File: config.mk
export PLATFORM = sky130hd
export DESIGN_NAME = unique_fifo_with_search
export DESIGN_NICKNAME = d
export VERILOG_FILES = /design/src/ufs_pkg.sv /design/src/ufs_cell.sv /design/src/unique_fifo_with_search.sv
export SDC_FILE = /design/constraint.sdc
export NUM_CORES = 1
export LEC_CHECK = 0
export BUFFER_PORTS_ARGS = -buffer_cell sky130_fd_sc_hd__buf_4
export CORE_AREA = 2 2 235 237
export DETAILED_ROUTE_END_ITERATION = 10
export DIE_AREA = 0 0 237 239
export PLACE_DENSITY = 0.95
export SLEW_MARGIN = 5
export SYNTH_ARGS = -nofsm -noshare
export SYNTH_HDL_FRONTEND = slang
export SYNTH_HIERARCHICAL = 1
export SYNTH_SLANG_ARGS = --single-unit
export TNS_END_PERCENT = 10
File: constraint.sdc
create_clock -name clock -period 9.6 [get_ports clock]
set_clock_uncertainty 0.2 [all_clocks]
set_input_delay 0.48 -clock clock [delete_from_list [all_inputs] [get_ports clock]]
set_output_delay 0.48 -clock clock [all_outputs]
set_load 0.02 [all_outputs]
File: src/ufs_pkg.sv
// Shared types for the duplicate-rejecting queue and its cell row.
`default_nettype none
package ufs_pkg;

   typedef enum logic [1:0] {
      OP_INSERT = 2'd0,
      OP_REMOVE = 2'd1,
      OP_SEARCH = 2'd2,
      OP_MIDDLE = 2'd3
   } op_type;

   typedef enum logic [2:0] {
      ST_OK        = 3'd0,
      ST_DUPLICATE = 3'd1,
      ST_FULL      = 3'd2,
      ST_EMPTY     = 3'd3,
      ST_NOT_FOUND = 3'd4
   } status_type;

   typedef enum logic [1:0] {
      S_IDLE    = 2'd0,
      S_COMPARE = 2'd1,
      S_UPDATE  = 2'd2
   } state_type;

   // Broadcast to every cell of the row.
   typedef struct packed {
      logic               shift;
      logic               insert;
      logic signed [31:0] key;
   } cell_ctl_type;

endpackage
`default_nettype wire

File: src/ufs_cell.sv
// One queue cell: holds one entry, compares it with the key and shifts towards the head.
`default_nettype none
module ufs_cell (
   input  logic                  clock,
   input  logic                  reset,
   input  ufs_pkg::cell_ctl_type ctl,
   input  logic                  lower_valid,
   input  logic                  upper_valid,
   input  logic signed [31:0]    upper_value,
   output logic                  valid,
   output logic signed [31:0]    value,
   output logic                  hit
);
   import ufs_pkg::*;

   logic               valid_ff;
   logic               valid_in;
   logic signed [31:0] value_ff;
   logic signed [31:0] value_in;
   logic               hit_ff;
   logic               hit_in;

   always_comb begin
      // The tail slot is the first empty cell: cell zero, or an empty cell above an occupied one.
      priority if (ctl.shift) begin
         valid_in = upper_valid;
         value_in = upper_value;
      end else if (ctl.insert && !valid_ff && lower_valid) begin
         valid_in = 1'b1;
         value_in = ctl.key;
      end else begin
         valid_in = valid_ff;
         value_in = value_ff;
      end
      hit_in = valid_ff && (value_ff == ctl.key);
   end

   always_ff @(posedge clock) begin
      if (reset) begin
         valid_ff <= 1'b0;
      end else begin
         valid_ff <= valid_in;
      end
   end

   always_ff @(posedge clock) begin
      value_ff <= value_in;
      hit_ff   <= hit_in;
   end

   assign valid = valid_ff;
   assign value = value_ff;
   assign hit   = hit_ff;

endmodule
`default_nettype wire

File: src/unique_fifo_with_search.sv
// The response is registered: a command passes the compare and update states before
// its response is presented. The block takes no new command until that response is
// transferred; the input reopens only in the cycle after the response transfer.
// Reset clears the cell valid bits, the entry count and the control state;
// stored entry values are not cleared.
`default_nettype none
module unique_fifo_with_search #(
   parameter int QUEUE_DEPTH = 16
) (
   input  logic        clock,
   input  logic        reset,
   input  logic        req_tvalid,
   output logic        req_tready,
   input  logic [31:0] req_tdata,  // [31:0] data_value
   input  logic [1:0]  req_tuser,  // [1:0] operation
   output logic        rsp_tvalid,
   input  logic        rsp_tready,
   output logic [39:0] rsp_tdata,  // [31:0] result_value, [36:32] occupancy, [39:37] zero
   output logic [2:0]  rsp_tuser   // [2:0] status
);
   import ufs_pkg::*;

   localparam int IW = $clog2(QUEUE_DEPTH);
   localparam int CW = $clog2(QUEUE_DEPTH + 1);

   state_type          state_ff;
   state_type          state_in;
   op_type             op_ff;
   op_type             op_in;
   logic signed [31:0] key_ff;
   logic signed [31:0] key_in;
   logic [CW-1:0]      count_ff;
   logic [CW-1:0]      count_in;
   logic signed [31:0] mid_ff;
   logic signed [31:0] mid_in;
   logic               rsp_valid_ff;
   logic               rsp_valid_in;
   status_type         rsp_status_ff;
   status_type         rsp_status_in;
   logic signed [31:0] rsp_result_ff;
   logic signed [31:0] rsp_result_in;
   logic [4:0]         rsp_occ_ff;
   logic [4:0]         rsp_occ_in;

   cell_ctl_type       ctl;
   logic [IW-1:0]      mid_idx;
   logic               any_hit;
   logic               is_empty;
   logic               is_full;

   logic [QUEUE_DEPTH-1:0] cell_valid;
   logic [QUEUE_DEPTH-1:0] cell_hit;
   logic signed [31:0]     cell_value [QUEUE_DEPTH];

   // Cell zero is the head; removal shifts every entry one cell down.
   for (genvar i = 0; i < QUEUE_DEPTH; i++) begin : g_cell
      logic               lower_valid;
      logic               upper_valid;
      logic signed [31:0] upper_value;

      if (i == 0) begin : g_head
         assign lower_valid = 1'b1;
      end else begin : g_body
         assign lower_valid = cell_valid[i-1];
      end

      if (i == QUEUE_DEPTH - 1) begin : g_last
         assign upper_valid = 1'b0;
         assign upper_value = '0;
      end else begin : g_inner
         assign upper_valid = cell_valid[i+1];
         assign upper_value = cell_value[i+1];
      end

      ufs_cell u_cell (
         .clock       (clock),
         .reset       (reset),
         .ctl         (ctl),
         .lower_valid (lower_valid),
         .upper_valid (upper_valid),
         .upper_value (upper_value),
         .valid       (cell_valid[i]),
         .value       (cell_value[i]),
         .hit         (cell_hit[i])
      );
   end

   assign mid_idx  = IW'(count_ff >> 1);
   assign any_hit  = |cell_hit;
   assign is_empty = (count_ff == '0);
   assign is_full  = (count_ff == CW'(QUEUE_DEPTH));

   always_comb begin
      state_in      = state_ff;
      op_in         = op_ff;
      key_in        = key_ff;
      count_in      = count_ff;
      mid_in        = mid_ff;
      rsp_valid_in  = rsp_valid_ff && !rsp_tready;
      rsp_status_in = rsp_status_ff;
      rsp_result_in = rsp_result_ff;
      rsp_occ_in    = rsp_occ_ff;
      req_tready    = 1'b0;
      ctl.shift     = 1'b0;
      ctl.insert    = 1'b0;
      ctl.key       = key_ff;

      unique case (state_ff)
         S_IDLE: begin
            req_tready = !rsp_valid_ff;
            if (req_tvalid && !rsp_valid_ff) begin
               op_in    = op_type'(req_tuser);
               key_in   = req_tdata;
               state_in = S_COMPARE;
            end
         end
         S_COMPARE: begin
            // The cells register their match bits during this cycle.
            mid_in   = cell_value[mid_idx];
            state_in = S_UPDATE;
         end
         S_UPDATE: begin
            rsp_result_in = '0;
            rsp_status_in = ST_OK;
            unique case (op_ff)
               OP_INSERT: begin
                  if (any_hit) begin
                     rsp_status_in = ST_DUPLICATE;
                  end else if (is_full) begin
                     rsp_status_in = ST_FULL;
                  end else begin
                     ctl.insert = 1'b1;
                     count_in   = CW'(count_ff + 1'b1);
                  end
               end
               OP_REMOVE: begin
                  if (is_empty) begin
                     rsp_status_in = ST_EMPTY;
                  end else begin
                     ctl.shift = 1'b1;
                     count_in  = CW'(count_ff - 1'b1);
                  end
               end
               OP_SEARCH: begin
                  rsp_status_in = any_hit ? ST_OK : ST_NOT_FOUND;
               end
               OP_MIDDLE: begin
                  if (is_empty) begin
                     rsp_status_in = ST_EMPTY;
                  end else begin
                     rsp_result_in = mid_ff;
                  end
               end
               default: begin
                  rsp_status_in = ST_OK;
               end
            endcase
            rsp_occ_in   = 5'(count_in);
            rsp_valid_in = 1'b1;
            state_in     = S_IDLE;
         end
         default: begin
            state_in = S_IDLE;
         end
      endcase
   end

   always_ff @(posedge clock) begin
      if (reset) begin
         state_ff     <= S_IDLE;
         count_ff     <= '0;
         rsp_valid_ff <= 1'b0;
      end else begin
         state_ff     <= state_in;
         count_ff     <= count_in;
         rsp_valid_ff <= rsp_valid_in;
      end
   end

   always_ff @(posedge clock) begin
      op_ff         <= op_in;
      key_ff        <= key_in;
      mid_ff        <= mid_in;
      rsp_status_ff <= rsp_status_in;
      rsp_result_ff <= rsp_result_in;
      rsp_occ_ff    <= rsp_occ_in;
   end

   assign rsp_tvalid = rsp_valid_ff;
   assign rsp_tdata  = {3'b000, rsp_occ_ff, rsp_result_ff};
   assign rsp_tuser  = rsp_status_ff;

endmodule
`default_nettype wire
Word-level counts from Yosys, hierarchy flattened

Index checks and enable logic that the tools add are counted.

Register bits after elaboration: 658
Bits of input ports: 38
Output and inout port bits: 45
Logic and storage cells: 257

$add $sub $neg: 2
$lt $le $gt $ge: 1
Equality and inequality tests: 23
Muxes and demuxes: 82
Bitwise logic cells: 2
Reductions and logical operators: 90

Operators by type and width:

| kind                  | number |
|---|---|
| $mux W32              | 32 |
| $eq A32 B32 Y1        | 16 |
| $bmux W32 S4          | 1 |
| $logic_and A1 B1 Y1   | 49 |
| $mux W1               | 37 |
| $reduce_bool A2 Y1    | 15 |
| $logic_not A1 Y1      | 18 |
| $reduce_or A16 Y1     | 1 |
| $mux W5               | 3 |
| $mux W2               | 5 |
| $pmux W5 S2           | 1 |
| $pmux W3 S3           | 1 |
| $eq A2 B2 Y1 const B  | 3 |
| $reduce_or A2 Y1      | 3 |
| $add A5 B1 Y5 const B | 1 |
| $eq A5 B5 Y1 const B  | 1 |
| $ge A5 B5 Y1 const B  | 1 |
| $logic_not A5 Y1      | 1 |
| $not A4 Y5            | 1 |
| $sub A5 B1 Y5 const B | 1 |
| $eq A2 B1 Y1 const B  | 2 |
| $logic_not A2 Y1      | 2 |
| $pmux W2 S2           | 1 |
| $mux W3               | 1 |
| 3 further kinds       | 3 |

Longest topological paths before layout

Depth after elaboration: 9
Depth in mapped cells: 11
Gate-level depth less buffers: 7

By module

The synthesis kept the hierarchy.

By module, submodules not included:

| module                  | times used | cells an instance | area an instance (um2) | seq. area each (um2) |
|---|---|---|---|---|
| ufs_cell                | 16         | 119               | 1771.7                 | 1001.0 |
| unique_fifo_with_search | 1          | 449               | 8050.2                 | 3343.2 |

Worst setup path after synthesis

OpenSTA, ideal clock, no wires.

Path kind: register -> register
From: register count_ff[1]
To: register g_cell[0].u_cell.value_ff[0] (enable)
Library setup time: 430 ps
Data arrival time: 4202 ps
Data required time: 8970 ps
Path slack: 4768 ps
Cell stages (with the launch flop): 9
Path buffers: 2
Period minus slack after synthesis: 4832 ps
Path through: dfxtp_1 > buf_6 > clkbuf_1 > inv_1 > ha_1 > nor4bb_1 > nor4_1 > nand2_1 > o21bai_1

RTL lines:

| what                   | line                           | text |
|---|---|---|
| start, declared        | unique_fifo_with_search.sv:32  | `logic [CW-1:0] count_ff;` |
| start signal, assigned | unique_fifo_with_search.sv:175 | `count_ff <= count_in;` |
| end signal, assigned   | ufs_cell.sv:47                 | `value_ff <= value_in;` |
| end, declared          | ufs_cell.sv:18                 | `logic signed [31:0] value_ff;` |

==> key figures <==
Synthesis
  – EDFF count, synth: 618
  – Ys flop type: edfxtp_1
  – #FFs+latches synth: 658
  – Synth area leader: edfxtp_1
  – Yosys warnings: 6
  – Number of cells produced by synthesis: 2353
  – Synth unique cells: 54
  – Sequential fraction of the synthesis area: 53.19%
  – Cell area after synthesis: 36400 sq um
  – Post-Synthesis Mean Instance Area: 15.47 sq um
  – Post-synth top area share: 50.99%
  – Asr flop ratio synth: 0%
  – Synth area leaders: edfxtp_1, xor2_1, mux4_2

Critical path
  – Crit path kind: reg2reg
  – Worst r2r src: count_ff[2]
  – Maximum fanout along the worst path: 203
  – Crit path launch type: register
  – CP Capture Type: register
  – CP required: 9.62 ns
  – WP data arrival: roughly 4.7 ns
  – Register-to-Register Path Depth: 6
  – Worst Setup SP: count_ff[2]

Timing
  – Final setup violation count: 0
  – Slew headroom: ~11%
  – Max Fclk: ~0.21 GHz
  – Setup TNS: 0 ns
  – Minimum clock period after layout: 4.700 ns
  – Tightest Pin Transition: 1.333 ns
  – Fin crit share: 48.95%
  – Final Hold Fails: 0
  – Worst Hold Slack: between 0.09 and 0.1 ns
  – Max-slew violations: 0
  – RSZ-0062 raised after global routing: false

Floorplan
  – Width of the die: 237 microns
  – Die H: 239 microns
  – I/O pin count: 83
  – Die area: 56640 sq um
  – Initial core utilization: 66.98%
  – Area of the core: 54340 sq um
  – Num rows: 86

Placed design
  – PortBufs: 79
  – DP Area: around 38000 sq um
  – Final GP Congestion: 0.8716
  – Final HPWL from detailed placement: 54560 microns

Clock tree
  – Clk_lat worst skew: about 0.61 ns
  – Clk pin slew, worst setup/hold paths: 0.06 ns
  – CTS tree: yes
  – Clock Tree Buf Depth: 3
  – Postcts setup bufs: 0
  – CTS sink cnt: roughly 660
  – CTS root buf: clkbuf_16
  – Num CTS Buffers: 70
  – H-tree Lvls: 3

Routing
  – Drt drc: 0
  – Final WL: 85920 microns
  – Post-DRT Antenna Nets: 0
  – Vias/cell: about 6.7
  – Routed via count: between 20000 and 25000
  – DRT iter0 DRCs: 3181
  – Routed len/inst: 26.33 microns
  – TritonRoute pass-1 iters: 6

Layout
  – Design Area, Final: 40510 sq um
  – Diodes inserted: 0
  – Nets: 2541
  – Area Growth Syn to Fin: 11.31%
  – Share of layout cells above drive strength 1: 29.27%
  – Most frequent cells in the layout: edfxtp_1, xor2_1, mux2_2, mux2_1, mux4_2
  – Most common cell after layout, fill and taps aside: edfxtp_1

GRT
  – First-pass GRT wire length: 132700 microns
  – Total track usage: 30.60%
  – Met3 Use GR: approximately 4.3%
  – Initial antenna violation count: 4
  – Met2 global-route usage: 49.70%
  – Routing usage on met1: a little over two fifths
  – Overflow after GRT: 0
  – Top Usage Layer GRT: met2
  – Largest net degree at the start of global routing: 204
  – Number of global-route vias before repair: 22140

Power
  – Worst vdd ir: 0.2094 mV
  – Tot Pwr: 6297 uW
  – P per Cell Area: between 150 and 200 nW/um^2
  – Static leakage: 0.01321 uW

Hold path
  – Hold Path Stages: 2
  – Worst Hold Class: in2reg
  – Min-delay src: reset

Status
  – Outcome: complete, no violations

Job
  – Max-cap viol count: 0
==> cells in the mapped netlist (10+ instances only) <==
cell type,instances
o2111ai_1,16
a21oi_1,19
mux2_2,289
xor2_1,432
nor4_1,101
mux2_1,224
dfxtp_1,40
nor4_2,16
o21a_1,16
nand4_1,19
and2_1,34
inv_1,21
xnor2_1,65
o21bai_1,16
mux4_2,160
inv_2,16
buf_6,10
buf_2,57
a2111oi_2,16
nand3_1,23
clkbuf_1,32
edfxtp_1,618
nand2_1,35
==> report_power, final <==
group | internal, uW | switching [uW]
clock network | 1520 | 1130
registers | 3170 | 9.76
logic | 200 | 266
total | 4890 | 1410
==> registers in the layout, indices dropped and copies added (netlist names), 2 cells and up <==
register             cells
rsp_occ_ff               5
g_cell.u_cell/hit       16
g_cell.u_cell/value    512
key_ff                  32
op_ff                    2
state_ff                 2
mid_ff                  32
rsp_tuser                3
count_ff                 5
g_cell.u_cell/valid     16
rsp_result_ff           32
==> kinds of logic after synthesis <==
family / synth area share, %
mux: 25.77
compound gates: 2.430
fa+ha+maj: 0.06874
other cells: 0.02063
flops: 53.19
xor+xnor: 11.96
buf+inv: 2.063
simple gates: 4.500
==> stage by stage <==
step,instances,setup slack (ns),util [%]
global placement,3098,5.192,69.82
finish,3263,4.900,74.56
floorplan,2388,4.768,-
detailed placement,3098,5.012,69.82
CTS,3263,5.004,74.56
global route,3263,4.737,74.56
==> cell type report <==
class                      instances  area, sq um
fill                            2901        13830
inverter                          37        138.9
sequential                       658        19370
multi-input combinational       1580        16620
tap                              704        880.8
clock buffer                      98         1971
timing repair buffer             154         1281
clock inverter                    32        251.5
==> final timing paths <==
path                                                   end  slack (ns)
worst max-delay path            g_cell[0].u_cell/value[13]        4.90
worst min-delay path                           state_ff[0]        0.09
worst max register to register  g_cell[0].u_cell/value[13]        4.90
worst min register to register                  rsp_tvalid        0.33
==> worst max-delay path, stage by stage (launching register included) <==
cell,delay (ns)
dfxtp_4,1.03
or4b_1,0.30
nand2_1,0.20
nor2_4,0.13
buf_4,0.80
buf_12,0.74
o21bai_4,0.60
==> metal layers <==
metal,part of all wire [%],up-vias
li1,-,9454
met1,39,11110
met2,49,1274
met3,8.9,176
met4,3.4,4
met5,0.027,-
==> what timing repair did <==
action | 4_1_cts | 5_1_grt
resized for setup | 0 | 0
hold buffers | 35 | 0
hold endpoints to repair | 35 | 0
(Power assumes the default switching activity.)
